`src/hdl/mcfb_pkg.sv`:
```
// ----------------------------------------------------------------------------
// mcfb_pkg: shared types and constants of the motor command frame builder
// register map, request and result words, quantiser constants and the
// command and status bundles between controller and datapath
// ----------------------------------------------------------------------------
package mcfb_pkg;

  // default direction: forward
  localparam bit REVERSED_DEFAULT = 1'b0;

  // configuration port
  localparam int CFG_IDX_W  = 4;
  localparam int CFG_DATA_W = 32;

  typedef enum logic [CFG_IDX_W-1:0] {
    REG_ENABLED         = 4'd0,
    REG_ZERO_OFFSET     = 4'd1,
    REG_OUTER_GAIN_P    = 4'd2,
    REG_OUTER_GAIN_I    = 4'd3,
    REG_FRAME_STIFFNESS = 4'd4,
    REG_FRAME_DAMPING   = 4'd5,
    REG_STEP_LIMIT      = 4'd6,
    REG_TORQUE_LIMIT    = 4'd7
  } cfg_reg_e;

  typedef struct packed {
    logic               enabled;
    logic signed [31:0] zero_offset;
    logic [30:0]        outer_gain_p;
    logic [30:0]        outer_gain_i;
    logic [24:0]        frame_stiffness;
    logic [18:0]        frame_damping;
    logic [30:0]        step_limit;
    logic [30:0]        torque_limit;
  } cfg_t;

  // request selector codes, anything else is torque mode
  localparam logic [1:0] CMD_POS    = 2'd0;
  localparam logic [1:0] CMD_IDLE   = 2'd1;

  typedef struct packed {
    logic [1:0]         cmd;
    logic signed [31:0] target_pos;
    logic signed [31:0] target_vel;
    logic signed [31:0] torque_ff;
    logic signed [31:0] measured_pos;
  } cmd_req_t;

  typedef struct packed {
    logic        send;
    logic [63:0] frame_data;
    logic        err_first;
    logic        err_second;
  } frame_res_t;

  // frame ranges, Q16.16
  localparam int Q_ONE    = 65536;
  localparam int Q_P_MAX  = 6258688;
  localparam int Q_V_MAX  = 1474560;
  localparam int Q_KP_MAX = 32768000;
  localparam int Q_KD_MAX = 327680;
  localparam int Q_T_MAX  = 3538944;

  // each span is a whole multiple of one, so code = floor(floor(off*full/2^16)/d)
  localparam int D_P  = (2 * Q_P_MAX) / Q_ONE;
  localparam int D_V  = (2 * Q_V_MAX) / Q_ONE;
  localparam int D_KP = Q_KP_MAX / Q_ONE;
  localparam int D_KD = Q_KD_MAX / Q_ONE;
  localparam int D_T  = (2 * Q_T_MAX) / Q_ONE;

  // round-up reciprocals, exact for the scaled offsets below 2^25
  localparam int RECIP_SHIFT = 34;
  localparam int RECIP_W     = 33;
  localparam longint unsigned RECIP_ONE = 64'd1 << RECIP_SHIFT;
  localparam logic [RECIP_W-1:0] R_P  = RECIP_W'((RECIP_ONE + D_P - 1) / D_P);
  localparam logic [RECIP_W-1:0] R_V  = RECIP_W'((RECIP_ONE + D_V - 1) / D_V);
  localparam logic [RECIP_W-1:0] R_KP = RECIP_W'((RECIP_ONE + D_KP - 1) / D_KP);
  localparam logic [RECIP_W-1:0] R_KD = RECIP_W'((RECIP_ONE + D_KD - 1) / D_KD);
  localparam logic [RECIP_W-1:0] R_T  = RECIP_W'((RECIP_ONE + D_T - 1) / D_T);

  typedef enum logic [2:0] {
    QF_P,
    QF_V,
    QF_KP,
    QF_KD,
    QF_T
  } qfield_e;

  localparam int QF_COUNT = 5;
  localparam int Q_CNT_W  = 3;
  // prep, multiply, store
  localparam int Q_PIPE   = 2;

  typedef enum logic [1:0] {
    MUL_NONE,
    MUL_GP,
    MUL_GI,
    MUL_QUANT
  } mul_op_e;

  typedef enum logic [2:0] {
    ST_IDLE,
    ST_EP,
    ST_MP,
    ST_MI,
    ST_VC,
    ST_QUANT,
    ST_DONE
  } ctrl_state_e;

  typedef struct packed {
    logic    load_req;
    logic    calc_ep;
    logic    check;
    mul_op_e mul_op;
    logic    acc_load;
    logic    calc_v;
    logic    q_prep;
    qfield_e q_prep_f;
    logic    q_store;
    qfield_e q_store_f;
    logic    out_load;
  } dp_cmd_t;

  typedef struct packed {
    logic out_busy;
  } dp_sts_t;

endpackage

```
`src/hdl/mcfb_ctrl.sv`:
```
// ----------------------------------------------------------------------------
// mcfb_ctrl: sequencer of the frame builder
// steps one word through error, gains, velocity and the five quantisers
// ----------------------------------------------------------------------------
module mcfb_ctrl import mcfb_pkg::*; (
  input  logic    clk_i,
  input  logic    rst_ni,
  input  logic    in_valid_i,
  output logic    in_stall_o,
  input  dp_sts_t sts_i,
  output dp_cmd_t cmd_o
);

  localparam logic [Q_CNT_W-1:0] CNT_PREP_END = Q_CNT_W'(QF_COUNT);
  localparam logic [Q_CNT_W-1:0] CNT_LAST     = Q_CNT_W'(QF_COUNT + Q_PIPE - 1);
  localparam logic [Q_CNT_W-1:0] CNT_PIPE     = Q_CNT_W'(Q_PIPE);

  ctrl_state_e state_q, state_d;
  logic [Q_CNT_W-1:0] cnt_q, cnt_d;

  always_ff @(posedge clk_i or negedge rst_ni) begin
    if (!rst_ni) begin
      state_q <= ST_IDLE;
      cnt_q   <= '0;
    end else begin
      state_q <= state_d;
      cnt_q   <= cnt_d;
    end
  end

  // next state
  always_comb begin
    state_d = state_q;
    cnt_d   = '0;
    unique case (state_q)
      ST_IDLE:  if (in_valid_i) state_d = ST_EP;
      ST_EP:    state_d = ST_MP;
      ST_MP:    state_d = ST_MI;
      ST_MI:    state_d = ST_VC;
      ST_VC:    state_d = ST_QUANT;
      ST_QUANT: begin
        if (cnt_q == CNT_LAST) begin
          state_d = ST_DONE;
        end else begin
          cnt_d = cnt_q + 1'b1;
        end
      end
      ST_DONE:  if (!sts_i.out_busy) state_d = ST_IDLE;
      default:  state_d = ST_IDLE;
    endcase
  end

  // outputs
  always_comb begin
    cmd_o           = '0;
    cmd_o.mul_op    = MUL_NONE;
    cmd_o.q_prep_f  = qfield_e'(cnt_q);
    cmd_o.q_store_f = qfield_e'(cnt_q - CNT_PIPE);
    in_stall_o      = 1'b1;
    unique case (state_q)
      ST_IDLE: begin
        in_stall_o     = 1'b0;
        cmd_o.load_req = in_valid_i;
      end
      ST_EP: cmd_o.calc_ep = 1'b1;
      ST_MP: begin
        cmd_o.check  = 1'b1;
        cmd_o.mul_op = MUL_GP;
      end
      ST_MI: begin
        cmd_o.acc_load = 1'b1;
        cmd_o.mul_op   = MUL_GI;
      end
      ST_VC: cmd_o.calc_v = 1'b1;
      ST_QUANT: begin
        cmd_o.q_prep  = (cnt_q < CNT_PREP_END);
        cmd_o.q_store = (cnt_q >= CNT_PIPE);
        if ((cnt_q != '0) && (cnt_q <= CNT_PREP_END)) begin
          cmd_o.mul_op = MUL_QUANT;
        end
      end
      ST_DONE: cmd_o.out_load = !sts_i.out_busy;
      default: ;
    endcase
  end

endmodule

```
`config.mk`:
```
export PLATFORM = sky130hd
export DESIGN_NAME = mcfb_ctrl
export DESIGN_NICKNAME = d
export VERILOG_FILES = /design/src/hdl/mcfb_pkg.sv /design/src/hdl/mcfb_ctrl.sv
export SDC_FILE = /design/constraint.sdc
export NUM_CORES = 1
export LEC_CHECK = 0
export ABC_AREA = 1
export BUFFER_PORTS_ARGS = -buffer_cell sky130_fd_sc_hd__buf_2
export CAP_MARGIN = 30
export CORE_AREA = 2 2 39 41
export CTS_BUF_LIST = sky130_fd_sc_hd__clkbuf_4 sky130_fd_sc_hd__clkbuf_8 sky130_fd_sc_hd__clkbuf_16
export DETAILED_ROUTE_END_ITERATION = 12
export DIE_AREA = 0 0 41 43
export GPL_TIMING_DRIVEN = 0
export PLACE_DENSITY = 0.67
export RECOVER_POWER = 50
export SLEW_MARGIN = 20
export SYNTH_ARGS = -nofsm -noshare
export SYNTH_HDL_FRONTEND = slang
export SYNTH_SLANG_ARGS = --single-unit
```
`constraint.sdc`:
```
create_clock -name clk_i -period 4 [get_ports clk_i]
set_input_delay 0.8 -clock clk_i [delete_from_list [all_inputs] [get_ports clk_i]]
set_output_delay 0.8 -clock clk_i [all_outputs]
set_load 0.03 [all_outputs]
```
==> results of run 1 <==
[cell usage after synthesis]
master and n:
o21ai_2 1, nand3_4 1, nand3_1 6, nand4_1 1, inv_1 12, nor2_2 1
dfrtp_1 6, a21o_1 1, o21ai_0 1, a21oi_2 1, nand3_2 2, buf_4 1
nor2_1 10, ha_1 3, o21ai_1 2, nand2_2 2, a21oi_1 3, nand2_1 10
inv_2 4
[layout by cell type (no fill, tap or decap)]
cell / netlist / final
buf_2: 0 / 17
nor2_2: 1 / 1
dfrtp_1: 6 / 6
buf_4: 1 / 1
clkbuf_4: 0 / 3
nand3_2: 2 / 1
o21ai_2: 1 / 1
nor2_1: 10 / 10
nand3_1: 6 / 7
o21ai_0: 1 / 3
nand4_1: 1 / 1
a21oi_2: 1 / 1
nand3_4: 1 / 1
inv_2: 4 / 2
a21o_1: 1 / 1
inv_1: 12 / 14
nand2_2: 2 / 2
clkbuf_1: 0 / 3
ha_1: 3 / 3
nand2_1: 10 / 10
a21oi_1: 3 / 3
[cell type report]
class,count,share of cell area
Inverter,16,0.0982
Timing Repair Buffer,20,0.157
Multi-Input combinational cell,45,0.417
Buffer,1,0.0123
Sequential cell,6,0.245
Tap cell,16,0.0327
Clock buffer,3,0.0368
[metrics by stage]
| step | hold WS, ns | cell area (µm²) | instances | power [mW] | setup slack (ns) |
|---|---|---|---|---|---|
| 2_1_floorplan | 0.504 | 478 | 68 | 0.352 | 1.44 |
| 3_3_place_gp | 0.565 | 598 | 104 | 0.427 | 1.81 |
| 3_5_place_dp | 0.564 | 598 | 104 | 0.429 | 1.77 |
| 4_1_cts | 0.370 | 621 | 107 | 0.484 | 1.51 |
| 5_1_grt | 0.443 | 612 | 107 | 0.511 | 1.37 |
| 6_report | 0.426 | 612 | 107 | 0.466 | 1.53 |
[routing by layer]
layer / global-route usage / vias to the layer above / wire [µm]
met1: 0.173 / 226 / 424
li1: - / 256 / -
met5: 0 / - / 0
met2: 0.159 / 7 / 473
met4: 0.0600 / 0 / 0
met3: 0.0157 / 0 / 25
[flip-flops by register name, indices dropped and copies added, names as in the netlist]
name	count
cnt_q	3
state_q	3
[cell families after synthesis]
| logic type | share of synthesized area |
|---|---|
| fa+ha+maj | 0.0785 |
| buf+inv | 0.141 |
| simple gates | 0.351 |
| compound gates | 0.115 |
| flops | 0.314 |
[power by group]
part	switching, mW	internal (mW)	leakage, nW
logic	0.214	0.0863	0.289
registers	0.0312	0.0823	0.0779
clock network	0.0179	0.0337	0.0138
[critical path, cell delays in order, from the launching register on]
cell	delay, ns
dfrtp_1	0.46
inv_1	0.18
ha_1	0.24
a21o_1	0.17
nand2_1	0.08
nand3_2	0.07
nand2_1	0.06
buf_2	0.19
[worst paths after layout]
kind	endpoint	start	slack [ns]	cells past startpoint
min reg2reg	cnt_q[0]	cnt_q[0]	0.58	1
max	cmd_o[11]	cnt_q[1]	1.53	7
min	cnt_q[1]	rst_ni	0.43	1
max reg2reg	state_q[1]	state_q[1]	2.82	6
max in group asynchronous	state_q[2]	rst_ni	3.34	1
min in group clk_i	cnt_q[0]	cnt_q[0]	0.58	1
==> impl_results.md, run 1 <==
* Status: complete, no violations
* Die Width at 41 µm
* DP HPWL at 777 µm
* Sink Count at 6
* Clk buf depth at 2
* Post-cts sizing count at 0
* Core Box Area at 0.00138 mm²
* Post-CTS Hold Buffers at 0
* Post-synthesis sequential area ratio at 0.314
* Power Density at 761 mW/mm²
* Residual DRC count at 0
* Vias per cell at 4.57
* Leak pwr at 0.381 nW
* Routed vias at 489
* RSZ-0062 raised after global routing: false
* Least-Margin Pin Slew at 0.362 ns
* Die Y at 43 µm
* Clock Latency Late Sink at 0.23 ns
* Post-synth top area share at 0.314
* Synth Instances at 68
* Reg clk slew, reported paths at 0.04 ns
* Initial antenna violation count at 0
* Period utilization at 0.617
* Root Buffer: clkbuf_4
* TritonCTS Buffers at 3
* Post-CTS setup buffer count at 0
* Layout area overhead at 28.0%
* Min Clock Period, post-route at 2.47 ns
* Seq cells post-synth at 6
* Synth cell types at 19
* Yosys Warn Count at 0
* Number of port buffers at 20
* # setup viols final at 0
* CP Max Fanout at 7
* DIE AREA at 0.00176 mm²
* Final Slew Violations at 0
* Initial Util at 0.345
* Total Routed Length at 922 µm
* Tot GR Track Use at 0.117
* Multi-input gate area at 255 µm²
* Mapped Area at 478 µm²
* Max Fclk at 0.405 GHz
* Final core utilization at 0.442
* ANT nets after route at 0
* Peak supply drop at 290 µV
* Detailed Route Iter0 Violations at 9
* CTS tree: done
* Crit path DAT at 1.67 ns
* Filler cells at 154
* Layout cells sized above 1 at 0.330
* Hold Violations, Final at 0
* Crit start category: flop
* Worst relative slew slack at 0.760
* First-pass GRT wire length at 1440 µm
* Routability cong. at 0.800
* # IOs at 21
* Pin count of the biggest net entering global routing at 9
* HP Class: primary input to asynchronous set/reset pin
* Htree depth at 1
* Crit path capture type: output port
* GRT overflow at 0
* Max-capacitance violation count at 0
* Nets@finish at 100
* Setup CP Type: flop to output port
* FF+latch area at 150 µm²
* Drt wl/cell at 8.62 µm
* Critical Path RT at 3.20 ns
* Rows at 14
* Largest area contributor in the netlist: dfrtp_1
* Vias in the first global route at 367
* Worst clock skew at 0.000237 ns
* Mean post-synth cell area at 7.03 µm²
* Syn Nets at 75
* DRT Pass-1 Iters at 4
* Synth area leaders: dfrtp_1, inv_1, ha_1, nand2_1, nor2_1
* N_diodes at 0
* Total negative setup slack at 0 ns
Note: power is estimated with default switching activity, not from simulation.
==> inputs of run 2 (changes only) <==
Settings changed: PLACE_DENSITY 0.67 to 0.7.
Clock period 4 ns to 2.1 ns, I/O delays scaled along.
==> impl_results.md, run 2 (same netlist as run 1, synthesis figures left out) <==
* CP Max Fanout at 5 (-2)
* CTS tree: done
* Clk buf depth at 2 (unchanged)
* Vias per cell at 4.31 (-5.7%)
* Status: complete, no violations
* TritonCTS Buffers at 3 (unchanged)
* Nets@finish at 105 (+5.0%)
* Reg clk slew, reported paths at 0.05 ns (about the same)
* Critical Path RT at 1.68 ns (-1.52 ns)
* ANT nets after route at 0 (unchanged)
* Multi-input gate area at 259 µm² (+1.5%)
* Sink Count at 6 (unchanged)
* Detailed Route Iter0 Violations at 8 (-1)
* Initial antenna violation count at 0 (unchanged)
* Comb pwr share at 0.638 (-0.008)
* Critical path's top delay family: flip-flops
* Number of port buffers at 20 (unchanged)
* FF+latch area at 151 µm² (+0.83%)
* Routed vias at 487 (-0.41%)
* RSZ-0062 raised after global routing: false
* Reg2reg path depth at 6 (unchanged)
* Vias in the first global route at 436 (+19%)
* P_int at 0.425 mW (+110%)
* Total Routed Length at 998 µm (+8.2%)
* # setup viols final at 0 (unchanged)
* Critical path, cell by cell: buf_4, ha_1, a21o_1, nand2_1, nand3_2, nand2_1, clkbuf_4
* Routability cong. at 0.788 (-1.5%)
* Crit path DAT at 1.58 ns (-0.09 ns)
* Core Box Area at 0.00138 mm² (unchanged)
* Power Density at 1410 mW/mm² (+85%)
* Hold Violations, Final at 0 (unchanged)
* First-pass GRT wire length at 1580 µm (+10%)
* Min Clock Period, post-route at 2.00 ns
* Leak pwr at 0.404 nW (+6.1%)
* Die Y at 43 µm (unchanged)
* Final Slew Violations at 0 (unchanged)
* Worst hold slack at 0.505 ns (+0.0795 ns)
* Sequential share of power at 0.230 (-0.014)
* Root Buffer: clkbuf_4
* Worst path bufs/invs at 2 (unchanged)
* Htree depth at 1 (unchanged)
* Sw Ratio at 0.549 (-0.0163)
* Layout area overhead at 40.3%
* Least-Margin Pin Slew at 0.361 ns (-0.000155 ns)
* DIE AREA at 0.00176 mm² (unchanged)
* Crit start category: flop
* Setup CP Type: flop to output port
* Filler cells at 148 (-3.9%)
* NetSw at 0.518 mW (+97%)
* Worst path most repeated cell: nand2_1
* Period utilization at 0.953
* Tot GR Track Use at 0.130 (+0.0132)
* Pin count of the biggest net entering global routing at 9 (unchanged)
* Slowest stage delay, CP at 0.42 ns (-0.04 ns)
* GRT overflow at 0 (unchanged)
* Initial Util at 0.345 (unchanged)
* Hold Path Stages at 3
* Crit path capture type: output port
* Peak supply drop at 605 µV (+110%)
* Die Width at 41 µm (unchanged)
* Layout cells sized above 1 at 0.402 (+0.0724)
* Largest regs: cnt_q (3), state_q (3)
* Max-capacitance violation count at 0 (unchanged)
* Clk pwr share at 0.132 (+0.021)
* Worst clock skew at 0.00720 ns (+0.00697 ns)
* Drt wl/cell at 8.83 µm (+2.5%)
* WP depth at 7 (unchanged)
* DP HPWL at 799 µm (+2.8%)
* Commonest non-fill, non-tap cell in the layout: buf_2
* DRT Pass-1 Iters at 4 (unchanged)
* Worst relative slew slack at 0.760 (about the same)
* Commonest non-fill, non-tap cells in the layout: buf_2, inv_1, nand2_1
* HP Class: primary input to flop
* N_diodes at 0 (unchanged)
* Slowest cell on the critical path: dfrtp_2
* Residual DRC count at 0 (unchanged)
* Rows at 14 (unchanged)
* Total negative setup slack at 0 ns (unchanged)
* # IOs at 21 (unchanged)
* Clock Latency Late Sink at 0.24 ns (about the same)
* Max Fclk at 0.499 GHz
## run 2: area by class of cell
type | instances | area share
multi-input cells | 45 | 0.386
well taps | 16 | 0.0299
flip-flops and latches | 6 | 0.226
clock buffers | 4 | 0.0448
repair buffers | 25 | 0.207
inverters | 16 | 0.0951
plain buffers | 1 | 0.0112
## run 2: through the flow
step / utilization / area (µm²) / setup slack (ns) / cells / power [mW]
6_report: 0.485 / 671 / 0.0977 / 113 / 0.944
3_5_place_dp: 0.440 / 609 / 0.262 / 104 / 0.827
4_1_cts: 0.475 / 657 / 0.0849 / 110 / 0.961
2_1_floorplan: - / 489 / 0.0781 / 68 / 0.678
3_3_place_gp: 0.440 / 609 / 0.281 / 104 / 0.821
5_1_grt: 0.485 / 671 / 0.0140 / 113 / 1.03
## run 2: worst reg2reg max path, stage by stage, from the launching register on
cell and delay [ns]:
dfrtp_1 0.43, inv_2 0.08, nand3_1 0.21, inv_1 0.19, nand2_1 0.10, nand2_2 0.07, a21oi_2 0.03
## run 2: timing repair
| action | CTS | global route |
|---|---|---|
| setup buffers | 1 | 3 |
| endpoints found under the setup margin | 1 | 2 |
| hold buffers | 1 | 0 |
| hold endpoints to repair | 6 | 0 |
| resized for setup | 0 | 1 |
## run 2: per-layer routing
metal,track usage,share of wire
met1,0.163,0.44
met2,0.209,0.55
met3,0.0157,0.015
met4,0.0600,0
met5,0,0
## run 2: power groups by stage
stage | Sequential, mW | Combinational (mW) | Clock (mW)
6_report | 0.217 | 0.602 | 0.124
5_1_grt | 0.224 | 0.665 | 0.138
4_1_cts | 0.219 | 0.611 | 0.130
3_5_place_dp | 0.224 | 0.603 | 0
3_3_place_gp | 0.223 | 0.598 | 0
2_1_floorplan | 0.233 | 0.445 | 0
## run 2: final timing paths
path	startpoint	to	slack (ns)
min in group asynchronous	rst_ni	cnt_q[0]	0.57
max in group asynchronous	rst_ni	cnt_q[1]	1.29
worst min-delay path	sts_i	state_q[1]	0.51
worst max register to register	state_q[1]	state_q[1]	0.88
worst max-delay path	cnt_q[1]	cmd_o[11]	0.1
worst min register to register	cnt_q[0]	cnt_q[0]	0.58
