==> src/hdl/mcfb_pkg.sv <==
// ----------------------------------------------------------------------------
// mcfb_pkg: shared types and constants of the motor command frame builder
// register map, request and result words, quantiser constants and the
// command and status bundles between controller and datapath
// ----------------------------------------------------------------------------
package mcfb_pkg;

  // default direction: forward
  localparam bit REVERSED_DEFAULT = 1'b0;

  // configuration port
  localparam int CFG_IDX_W  = 4;
  localparam int CFG_DATA_W = 32;

  typedef enum logic [CFG_IDX_W-1:0] {
    REG_ENABLED         = 4'd0,
    REG_ZERO_OFFSET     = 4'd1,
    REG_OUTER_GAIN_P    = 4'd2,
    REG_OUTER_GAIN_I    = 4'd3,
    REG_FRAME_STIFFNESS = 4'd4,
    REG_FRAME_DAMPING   = 4'd5,
    REG_STEP_LIMIT      = 4'd6,
    REG_TORQUE_LIMIT    = 4'd7
  } cfg_reg_e;

  typedef struct packed {
    logic               enabled;
    logic signed [31:0] zero_offset;
    logic [30:0]        outer_gain_p;
    logic [30:0]        outer_gain_i;
    logic [24:0]        frame_stiffness;
    logic [18:0]        frame_damping;
    logic [30:0]        step_limit;
    logic [30:0]        torque_limit;
  } cfg_t;

  // request selector codes, anything else is torque mode
  localparam logic [1:0] CMD_POS    = 2'd0;
  localparam logic [1:0] CMD_IDLE   = 2'd1;

  typedef struct packed {
    logic [1:0]         cmd;
    logic signed [31:0] target_pos;
    logic signed [31:0] target_vel;
    logic signed [31:0] torque_ff;
    logic signed [31:0] measured_pos;
  } cmd_req_t;

  typedef struct packed {
    logic        send;
    logic [63:0] frame_data;
    logic        err_first;
    logic        err_second;
  } frame_res_t;

  // frame ranges, Q16.16
  localparam int Q_ONE    = 65536;
  localparam int Q_P_MAX  = 6258688;
  localparam int Q_V_MAX  = 1474560;
  localparam int Q_KP_MAX = 32768000;
  localparam int Q_KD_MAX = 327680;
  localparam int Q_T_MAX  = 3538944;

  // each span is a whole multiple of one, so code = floor(floor(off*full/2^16)/d)
  localparam int D_P  = (2 * Q_P_MAX) / Q_ONE;
  localparam int D_V  = (2 * Q_V_MAX) / Q_ONE;
  localparam int D_KP = Q_KP_MAX / Q_ONE;
  localparam int D_KD = Q_KD_MAX / Q_ONE;
  localparam int D_T  = (2 * Q_T_MAX) / Q_ONE;

  // round-up reciprocals, exact for the scaled offsets below 2^25
  localparam int RECIP_SHIFT = 34;
  localparam int RECIP_W     = 33;
  localparam longint unsigned RECIP_ONE = 64'd1 << RECIP_SHIFT;
  localparam logic [RECIP_W-1:0] R_P  = RECIP_W'((RECIP_ONE + D_P - 1) / D_P);
  localparam logic [RECIP_W-1:0] R_V  = RECIP_W'((RECIP_ONE + D_V - 1) / D_V);
  localparam logic [RECIP_W-1:0] R_KP = RECIP_W'((RECIP_ONE + D_KP - 1) / D_KP);
  localparam logic [RECIP_W-1:0] R_KD = RECIP_W'((RECIP_ONE + D_KD - 1) / D_KD);
  localparam logic [RECIP_W-1:0] R_T  = RECIP_W'((RECIP_ONE + D_T - 1) / D_T);

  typedef enum logic [2:0] {
    QF_P,
    QF_V,
    QF_KP,
    QF_KD,
    QF_T
  } qfield_e;

  localparam int QF_COUNT = 5;
  localparam int Q_CNT_W  = 3;
  // prep, multiply, store
  localparam int Q_PIPE   = 2;

  typedef enum logic [1:0] {
    MUL_NONE,
    MUL_GP,
    MUL_GI,
    MUL_QUANT
  } mul_op_e;

  typedef enum logic [2:0] {
    ST_IDLE,
    ST_EP,
    ST_MP,
    ST_MI,
    ST_VC,
    ST_QUANT,
    ST_DONE
  } ctrl_state_e;

  typedef struct packed {
    logic    load_req;
    logic    calc_ep;
    logic    check;
    mul_op_e mul_op;
    logic    acc_load;
    logic    calc_v;
    logic    q_prep;
    qfield_e q_prep_f;
    logic    q_store;
    qfield_e q_store_f;
    logic    out_load;
  } dp_cmd_t;

  typedef struct packed {
    logic out_busy;
  } dp_sts_t;

endpackage

==> src/hdl/mcfb_regs.sv <==
// ----------------------------------------------------------------------------
// mcfb_regs: configuration register file
// eight registers written by index; unknown indexes are dropped
// ----------------------------------------------------------------------------
module mcfb_regs import mcfb_pkg::*; (
  input  logic                  clk_i,
  input  logic                  rst_ni,
  input  logic                  cfg_valid_i,
  output logic                  cfg_ready_o,
  input  logic [CFG_IDX_W-1:0]  cfg_index_i,
  input  logic [CFG_DATA_W-1:0] cfg_data_i,
  output cfg_t                  cfg_o
);

  cfg_t cfg_q;
  logic wr_en;

  assign cfg_ready_o = 1'b1;
  assign wr_en       = cfg_valid_i & cfg_ready_o;
  assign cfg_o       = cfg_q;

  always_ff @(posedge clk_i or negedge rst_ni) begin
    if (!rst_ni) begin
      cfg_q.enabled         <= 1'b0;
      cfg_q.zero_offset     <= '0;
      cfg_q.outer_gain_p    <= '0;
      cfg_q.outer_gain_i    <= '0;
      cfg_q.frame_stiffness <= '0;
      cfg_q.frame_damping   <= '0;
      cfg_q.step_limit      <= '1;
      cfg_q.torque_limit    <= '1;
    end else if (wr_en) begin
      unique case (cfg_reg_e'(cfg_index_i))
        REG_ENABLED:         cfg_q.enabled         <= cfg_data_i[0];
        REG_ZERO_OFFSET:     cfg_q.zero_offset     <= cfg_data_i;
        REG_OUTER_GAIN_P:    cfg_q.outer_gain_p    <= cfg_data_i[30:0];
        REG_OUTER_GAIN_I:    cfg_q.outer_gain_i    <= cfg_data_i[30:0];
        REG_FRAME_STIFFNESS: cfg_q.frame_stiffness <= cfg_data_i[24:0];
        REG_FRAME_DAMPING:   cfg_q.frame_damping   <= cfg_data_i[18:0];
        REG_STEP_LIMIT:      cfg_q.step_limit      <= cfg_data_i[30:0];
        REG_TORQUE_LIMIT:    cfg_q.torque_limit    <= cfg_data_i[30:0];
        default: ;
      endcase
    end
  end

endmodule

==> config.mk <==
export PLATFORM = sky130hd
export DESIGN_NAME = mcfb_regs
export DESIGN_NICKNAME = d
export VERILOG_FILES = /design/src/hdl/mcfb_pkg.sv /design/src/hdl/mcfb_regs.sv
export SDC_FILE = /design/constraint.sdc
export NUM_CORES = 1
export LEC_CHECK = 0
export BUFFER_PORTS_ARGS = -buffer_cell sky130_fd_sc_hd__buf_4
export CAP_MARGIN = 0
export CORE_ASPECT_RATIO = 0.9
export CORE_UTILIZATION = 55
export CTS_CLUSTER_DIAMETER = 120
export DETAILED_ROUTE_END_ITERATION = 8
export HOLD_SLACK_MARGIN = 0.03
export PLACE_DENSITY_LB_ADDON = 0.15
export SYNTH_ARGS = -nofsm -noshare
export SYNTH_HDL_FRONTEND = slang
export SYNTH_SLANG_ARGS = --single-unit
==> constraint.sdc <==
create_clock -name clk_i -period 1.2 [get_ports clk_i]
set_input_delay 0.06 -clock clk_i [delete_from_list [all_inputs] [get_ports clk_i]]
set_output_delay 0.06 -clock clk_i [all_outputs]
set_load 0.1 [all_outputs]
==> results of run 1 <==
-- what timing repair did --
action,CTS,global route
hold endpoints to repair,353,0
hold buffers,34,0
buffers inserted,6,9
pin swaps,0,0
gates resized for setup,251,62
setup endpoints to repair,127,146
-- power by group through the flow --
stage,Combinational (mW),Clock (mW),Sequential [mW]
6_report,19.2,6.64,10.5
5_1_grt,19.5,6.94,10.7
4_1_cts,18.6,6.60,10.2
3_5_place_dp,16.8,0,9.91
3_3_place_gp,16.6,0,9.81
2_1_floorplan,1.47,0,21.6
-- final timing paths --
check	startpoint	end	slack, ns	cells after the start
setup / recovery	cfg_o[49]	cfg_o[49]	-0.12	1
min in group asynchronous	rst_ni	cfg_o[193]	0.07	2
setup reg to reg	cfg_o[17]	cfg_o[17]	0.20	3
hold / removal	cfg_index_i[0]	cfg_o[200]	0.02	4
hold reg to reg	cfg_o[106]	cfg_o[106]	0.51	1
max in group asynchronous	rst_ni	cfg_o[56]	0.47	3
-- worst min-delay path, stage by stage --
cell     delay (ns)
buf_4          0.14
nor2_2         0.06
nand2_1        0.07
mux2_2         0.14
-- final cells by class --
class	instances	area (um^2)	area share [%]
flip-flops and latches	201	5280	42.5
well taps	168	210	1.69
clock inverters	2	38.8	0.312
multi-input cells	214	2400	19.3
repair buffers	316	3840	30.9
clock buffers	35	668	5.37
-- cell families after synthesis --
group                  Yosys count  synth area share (%)
buffers and inverters           22                  1.94
DFF                            201                  67.0
muxes                          201                  29.7
other                            1                0.0492
and+or+nand+nor                 12                  1.38
-- synthesized netlist by cell type --
| cell type | n |
|---|---|
| nor3b_4 | 1 |
| buf_2 | 13 |
| dfrtp_1 | 139 |
| nand3b_1 | 1 |
| nand2_1 | 2 |
| buf_6 | 4 |
| and3_1 | 1 |
| buf_4 | 5 |
| nor3b_1 | 1 |
| mux2_2 | 198 |
| nor3b_2 | 1 |
| conb_1 | 1 |
| nand3b_4 | 1 |
| mux2_1 | 3 |
| nand2b_1 | 1 |
| nand3b_2 | 1 |
| nor2_1 | 2 |
| dfstp_2 | 62 |
-- per-layer routing --
metal	vias to the layer above	GRT usage [%]	wire (um)
met5	-	0	0
met4	0	11.5	849
met1	2683	35.9	8540
li1	2182	-	-
met2	212	58.0	13500
met3	66	7.27	1580
-- stage by stage --
step	hold WS, ns	area, um^2	std cells
finish	0.0218	12400	936
global route	0.0404	12400	936
CTS	0.0396	12100	927
detailed placement	0.0192	10000	850
global placement	0.0136	10000	850
floorplan	-0.236	7800	437
==> run_results.csv, run 1 <==
group,metric,value,unit
status,status,"complete, but fails checks",
status,violations,"setup timing",
layout,fill_cells,379,
synth,syn_nets,476,
power,leakage,5.44,nW
detailed_routing,wire_per_inst,26.1,um
clock_network,root_buffer,"clkbuf_16",
power,p_sw_share,49.4,%
sta,finalMaxSlewViolations,0,
power,finalPower,36.4,mW
clock_network,tritoncts.num_buffers,21,
layout,final_util,92.4,%
setup_path,end_kind,"output pin",
floorplanning,die_h,114,um
detailed_routing,vias,5143,
sta,fin_crit,1.32,ns
sta,rsz0062_at_grt,"true",
setup_path,cp_data_required_time,1.14,ns
synth,seq_area_frac_synth,67.0,%
setup_path,criticalPathCategory,"reg -> out",
synth,yosysUniqueCellTypes,18,
setup_path,critPathTopFamily,"flip-flops",
layout,final_cell_mix,"mux2_2 (198), dfrtp_2 (139), buf_6 (126)",
setup_path,cp_slowest_cell,"dfstp_2",
run,maxCapViolCount,0,
power,vdd_drop_max,2660,uV
setup_path,arrival,1.26,ns
synth,yosysWarnings,0,
synth,ys_seq_elements,201,
layout,syn_to_final_growth,63.0,%
detailed_routing,drt_iter0_drc,223,
floorplanning,chipWidth,126,um
placement,dp_hpwl,13200,um
power,p_int,18.4,mW
placement,io_buffers,239,
floorplanning,start_util,56.7,%
placement,dp_slack,-0.141,ns
floorplanning,core_area,13500,um^2
synth,yosysTopAreaCellShare,45.6,%
sta,fin_crit_sh,110,%
sta,setup_violations,63,
global_routing,grt_first_pass_wirelength,33800,um
layout,largest_register_ff_count,201,
synth,syn_area_per_cell,17.5,um^2
synth,syn-instance-count,437,
layout,drive_gt1_share,94.0,%
synth,synth.area.top_cells,"dfrtp_1 (46%), mux2_2 (29%), dfstp_2 (21%)",
clock_network,path_clk_slew,0.06,ns
layout,nets,793,
global_routing,track_usage,31.5,%
power,power_frac_comb,52.8,%
global_routing,antenna_found_initial,0,
detailed_routing,dr.pass1.iters,4,
detailed_routing,ant_nets,0,
setup_path,crit_chain,"buf_12",
floorplanning,dieArea,14300,um^2
sta,finalSetupTns,-5.47,ns
global_routing,grt_pass1_vias,5744,
layout,n_antenna_cell,0,
setup_path,cp-start-kind,"flip-flop",
setup_path,slowest_delay,0.58,ns
sta,hold_viol,0,
global_routing,grt_overflow,0,
min_path,hold_path_class,"in -> reg",
placement,place.gp.congestion,0.792,
detailed_routing,post-route-drc-count,0,
synth,synth_area,7630,um^2
power,p_sw,18.0,mW
detailed_routing,drt_wl_total,24500,um
clock_network,htreeDepth,1,
floorplanning,ios,241,
clock_network,clock_sinks,201,
layout,layout_commonest_cell,"mux2_2",
sta,finClkSkew,0,ns
power,seqPwrFrac,29.0,%
global_routing,grt_max_degree,42,
floorplanning,rows,40,
clock_network,cts_tree,"yes",
power,power_frac_clock,18.3,%
synth,synth_area_leader_cell,"dfrtp_1",
clock_network,cts_buffer_depth,3,
power,p_per_area,2920,nW/um^2
sta,fmax,758,MHz
setup_path,critical_path_buf_inv_count,1,
detailed_routing,vias_per_cell,5.49,
clock_network,clock_latency,0.48,ns
setup_path,critPathMaxFanout,2,
sta,fin_ws,-0.120,ns
Note: power is estimated with default switching activity, not from simulation.
==> run 2: changes to the inputs <==
Settings changed: CELL_PAD_IN_SITES_DETAIL_PLACEMENT set to 1, CELL_PAD_IN_SITES_GLOBAL_PLACEMENT set to 2, CORE_UTILIZATION 55 to 38.
==> run 2 against run 1 <==
The run still ends with setup timing left. Maximum frequency grew 0.92%. Hold slack gained 0.068 ns. Sequential power is essentially flat. Count of clock-buffer cells in the layout shrank 4. Wire length shrank 6.5%. Clock skew is the same. Sequential share of layout area shrank 1.0 points. Critical path depth is the same. Critical endpoint is now cfg_o[15].
==> run_results.csv, run 2 (same netlist as run 1, synthesis figures left out) <==
group,metric,value,unit
status,status,"complete, but fails checks",
status,violations,"setup timing",
detailed_routing,topRoutingLayerUsed,"met4",
detailed_routing,met1_length,8720,um
setup_path,r2r_cells,3,
setup_path,slowest_delay,0.56,ns
setup_path,cp_num_cells,1,
layout,nets,789,
global_routing,grt_pass1_vias,5746,
setup_path,critical_path_buf_inv_count,1,
clock_network,path_clk_slew,0.06,ns
setup_path,cp_data_required_time,1.14,ns
layout,final_cell_mix,"mux2_2 (198), dfrtp_2 (139), buf_6 (125)",
setup_path,crit_chain,"buf_12",
detailed_routing,drt_wl_total,22900,um
sta,fmax,765,MHz
clock_network,clock_sinks,201,
placement,postPlaceCellArea,10100,um^2
placement,place_inst,926,
run,maxCapViolCount,0,
clock_network,htreeDepth,1,
global_routing,track_usage,22.5,%
floorplanning,rows,48,
sta,finalMaxSlewViolations,0,
detailed_routing,wire_per_inst,22.5,um
global_routing,grt_max_degree,37,
detailed_routing,vias,4964,
sta,fin_crit,1.31,ns
detailed_routing,ant_nets,0,
setup_path,cp-start-kind,"flip-flop",
layout,multi_input_area,2400,um^2
sta,hold_viol,0,
layout,drive_gt1_share,94.0,%
detailed_routing,route.met3.wl,1590,um
setup_path,rr_endpoint,"cfg_o[14]",
power,vdd_drop_max,1720,uV
clock_network,cts_tree,"yes",
placement,dp_hpwl,14400,um
power,p_per_area,2880,nW/um^2
floorplanning,dieArea,20600,um^2
clock_network,root_buffer,"clkbuf_16",
placement,io_buffers,239,
detailed_routing,dr.pass1.iters,4,
floorplanning,ios,241,
setup_path,critPathTopFamily,"flip-flops",
setup_path,worstReg2RegStart,"cfg_o[14]",
power,leakage,5.50,nW
global_routing,antenna_found_initial,1,
setup_path,arrival,1.25,ns
layout,layout_commonest_cell,"mux2_2",
layout,largest_register_ff_count,201,
layout,syn_to_final_growth,67.0,%
layout,fill_cells,1651,
global_routing,grt_overflow,0,
sta,rsz0062_at_grt,"true",
floorplanning,start_util,39.3,%
clock_network,clock_latency,0.48,ns
setup_path,cp_slowest_cell,"dfstp_2",
floorplanning,die_h,136,um
detailed_routing,post-route-drc-count,0,
sta,finalSetupTns,-5.46,ns
detailed_routing,vias_per_cell,4.88,
min_path,hold_path_class,"in -> async",
global_routing,grt_first_pass_wirelength,34600,um
setup_path,end_kind,"output pin",
clock_network,tritoncts.num_buffers,22,
layout,final_area,12700,um^2
setup_path,startpoint,"cfg_o[15]",
sta,finClkSkew,0,ns
setup_path,critPathMaxFanout,2,
sta,setup_violations,62,
floorplanning,chipWidth,151,um
setup_path,crit_path_end,"cfg_o[15]",
sta,fin_crit_sh,109,%
sta,fin_ws,-0.108,ns
setup_path,r2r_slack,0.25,ns
floorplanning,core_area,19400,um^2
placement,place.gp.congestion,0.748,
detailed_routing,drt_iter0_drc,74,
layout,regArea,5280,um^2
layout,finalNonFillerCells,1017,
setup_path,criticalPathCategory,"reg -> out",
detailed_routing,wl_met2,12100,um
clock_network,cts_buffer_depth,3,
run 2: changes by cell type in the layout (fill, tap and decap cells not counted), moves of 4 or more:
cell,delta
buf_4,-23
clkinv_2,+4
buf_8,+11
clkbuf_8,-5
buf_12,+7
run 2: metal layers:
layer | vias to the layer above | global-route usage, %
li1 | 2184 | -
met1 | 2586 | 26.7
met2 | 165 | 39.2
met3 | 29 | 6.61
met4 | 0 | 6.17
met5 | - | 0
run 2: how the worst min path moves through the flow:
stage	slack (ns)	endpoint	startpoint
global route	0.11	cfg_o[196]	rst_ni
floorplan	-0.24	cfg_o[100]	rst_ni
CTS	0.05	cfg_o[196]	rst_ni
finish	0.09	cfg_o[165]	rst_ni
global placement	0.009	cfg_o[196]	rst_ni
detailed placement	0.01	cfg_o[196]	rst_ni
run 2: power breakdown:
part           leakage, nW  switching [mW]  internal [mW]
Combinational         2.92            13.6           5.61
Sequential            2.19            1.47           8.95
Clock                0.380            2.67           4.40
Total                 5.50            17.8           19.0
run 2: repair_timing:
action | 4_1_cts | 5_1_grt
pin swaps | 0 | 0
hold buffers | 35 | 0
setup buffers | 8 | 7
endpoints found under the hold margin | 363 | 0
gates resized for setup | 324 | 19
endpoints found under the setup margin | 198 | 80
run 2: cell type report:
class | instances | area share (%)
diodes | 1 | 0.0197
repair buffers | 311 | 31.2
flip-flops and latches | 201 | 41.5
well taps | 250 | 2.46
clock buffers | 31 | 5.07
multi-input cells | 214 | 18.8
clock inverters | 9 | 0.992
run 2: per-stage QoR:
stage	power (mW)	setup WS, ns	util, %	hold slack [ns]
detailed placement	26.8	-0.193	52.2	0.0112
floorplan	23.1	0.0200	-	-0.236
CTS	36.7	-0.131	65.0	0.0492
global route	37.8	-0.141	65.6	0.106
global placement	26.5	-0.150	52.2	0.00869
finish	36.7	-0.108	65.6	0.0902
==> run 3: changes to the inputs <==
Settings changed: ABC_AREA set to 1, CORE_UTILIZATION 38 to 32.
==> run 3 against run 2 <==
The flow still finishes with violations (setup timing). Setup slack worse by 0.013 ns. Die area grew 27%. Non-clock buffer count grew 38. Utilization decreased by 9.2 points. Critical path depth unchanged. Final area grew 11%. Global-route usage up 2.3 points. Power shrank 2.4%. Sequential power is essentially flat. Critical path type unchanged. Largest power group unchanged.
==> run_results.csv, run 3 <==
group,metric,value,unit
floorplanning,ios,241,
synth,synth.most_common_cell,"nand2_1",
power,vdd_drop_max,1220,uV
floorplanning,die_h,154,um
layout,regArea,5110,um^2
floorplanning,start_util,32.6,%
synth,async_flop_share,100,%
layout,n_antenna_cell,0,
detailed_routing,vias_per_cell,4.81,
clock_network,cts_tree,"yes",
sta,fin_ws,-0.121,ns
synth,syn_area_per_cell,8.88,um^2
sta,finClkSkew,0,ns
global_routing,grt_max_degree,36,
sta,finalMaxSlewViolations,0,
placement,io_buffers,239,
clock_network,root_buffer,"clkbuf_16",
setup_path,arrival,1.26,ns
layout,multi_input_area,2740,um^2
sta,setup_violations,64,
global_routing,grt_pass1_vias,8307,
detailed_routing,wire_per_inst,20.3,um
setup_path,cp_data_required_time,1.14,ns
setup_path,cp_slowest_cell,"dfstp_2",
setup_path,end_kind,"output pin",
run,maxCapViolCount,0,
detailed_routing,ant_nets,0,
status,status,"complete, but fails checks",
floorplanning,chipWidth,171,um
setup_path,slowest_delay,0.57,ns
global_routing,antenna_found_initial,0,
synth,ys.flop_type,"dfrtp_1",
layout,largest_register_ff_count,201,
floorplanning,core_area,25100,um^2
synth,syn-instance-count,922,
setup_path,critical_path_buf_inv_count,1,
detailed_routing,vias,7674,
synth,synth_area,8190,um^2
layout,syn_to_final_growth,73.2,%
clock_network,cts_buffer_depth,3,
detailed_routing,drt_iter0_drc,356,
synth,yosysWarnings,0,
sta,fmax,757,MHz
detailed_routing,dr.pass1.iters,6,
placement,place.gp.congestion,0.783,
setup_path,criticalPathCategory,"reg -> out",
synth,yosysTopAreaCellShare,42.5,%
layout,drive_gt1_share,34.1,%
power,finalPower,35.8,mW
setup_path,cp-start-kind,"flip-flop",
clock_network,htreeDepth,1,
layout,layout_commonest_cell,"nand2_1",
synth,synth_edf_count,0,
power,p_per_area,2530,nW/um^2
synth,yosysUniqueCellTypes,18,
floorplanning,rows,55,
global_routing,grt_overflow,0,
global_routing,track_usage,24.8,%
detailed_routing,drt_wl_total,32400,um
synth,yosys-top-cells-count,"nand2_1 (482), dfrtp_1 (139), nand4_1 (63)",
setup_path,critPathMaxFanout,2,
layout,final_util,56.5,%
detailed_routing,post-route-drc-count,0,
synth,synth.area.top_cells,"dfrtp_1 (42%), nand2_1 (22%), dfstp_2 (20%)",
layout,final_cell_mix,"nand2_1 (481), buf_12 (169), dfrtp_1 (134)",
global_routing,grt_first_pass_wirelength,49600,um
synth,syn_nets,961,
floorplanning,dieArea,26200,um^2
layout,nets,1276,
synth,synth_area_leader_cell,"dfrtp_1",
clock_network,clock_latency,0.51,ns
sta,rsz0062_at_grt,"true",
synth,seq_area_frac_synth,62.4,%
clock_network,tritoncts.num_buffers,23,
synth,ys_seq_elements,201,
placement,dp_hpwl,20400,um
min_path,hold_path_class,"in -> reg",
sta,fin_crit,1.32,ns
power,leakage,7.04,nW
setup_path,crit_chain,"buf_12",
sta,hold_viol,0,
clock_network,clock_sinks,201,
setup_path,critPathTopFamily,"flip-flops",
layout,fill_cells,2652,
sta,fin_crit_sh,110,%
clock_network,path_clk_slew,0.06,ns
status,violations,"setup timing",
==> run 3: cell count changes after synthesis, moves of 4 or more <==
cell      delta
clkbuf_1    +35
mux2_2     -198
buf_2        +9
nand4_1     +63
nand3_1     +37
buf_6        -4
nand2_1    +480
o21bai_1    +31
buf_4        -4
inv_1       +36
==> run 3: metal layers <==
metal / vias up / share of wire (%) / GRT usage (%) / routed length (um)
li1: 3541 / - / - / -
met1: 3906 / 43 / 33.0 / 13900
met2: 191 / 49 / 41.1 / 16000
met3: 36 / 6.2 / 5.82 / 2020
met4: 0 / 1.5 / 4.93 / 483
met5: - / 0 / 0 / 0
==> run 3: power breakdown <==
group / switching [mW] / total (mW) / internal [mW]
Clock: 2.80 / 6.55 / 3.75
Sequential: 1.62 / 10.2 / 8.57
Combinational: 13.0 / 19.1 / 6.11
==> run 3: per-stage QoR <==
stage	std cells	worst slack, ns	hold slack [ns]	TNS [ns]	instance area, um^2
floorplan	922	0.0269	-0.236	0	8190
global route	1596	-0.155	0.0608	-8.99	14200
finish	1596	-0.121	0.0486	-6.38	14200
global placement	1496	0.0824	0.0201	0	10800
CTS	1577	-0.140	0.0338	-7.71	13500
detailed placement	1496	0.0397	0.0195	0	10800
==> run 3: worst paths after layout <==
path,from,end,slack [ns],cells after the start
worst min register to register,cfg_o[24],cfg_o[24],0.49,2
worst max register to register,cfg_o[58],cfg_o[58],0.31,3
worst max-delay path,cfg_o[19],cfg_o[19],-0.12,1
max in group asynchronous,rst_ni,cfg_o[19],0.52,3
min in group asynchronous,rst_ni,cfg_o[132],0.06,2
worst min-delay path,cfg_index_i[0],cfg_o[149],0.05,5
==> run 3: repair_timing <==
| action | in CTS | in global routing |
|---|---|---|
| buffers inserted | 6 | 19 |
| hold buffers | 33 | 0 |
| endpoints found under the setup margin | 201 | 173 |
| gates cloned | 0 | 0 |
| hold endpoints to repair | 363 | 0 |
| resized for setup | 413 | 127 |
==> run 3: layout make-up <==
cell class | instances | area share (%)
tap | 342 | 3.02
clock inverter | 5 | 0.203
clock buffer | 37 | 4.64
timing repair buffer | 349 | 35.8
inverter | 37 | 0.979
sequential | 201 | 36.0
multi-input combinational | 625 | 19.3
==> run 3: cell families after synthesis <==
logic type / synth area share (%)
and+or+nand+nor: 30.0
DFF: 62.4
buffers and inverters: 4.80
AOI/OAI and AO/OA: 2.84
other: 0.0458
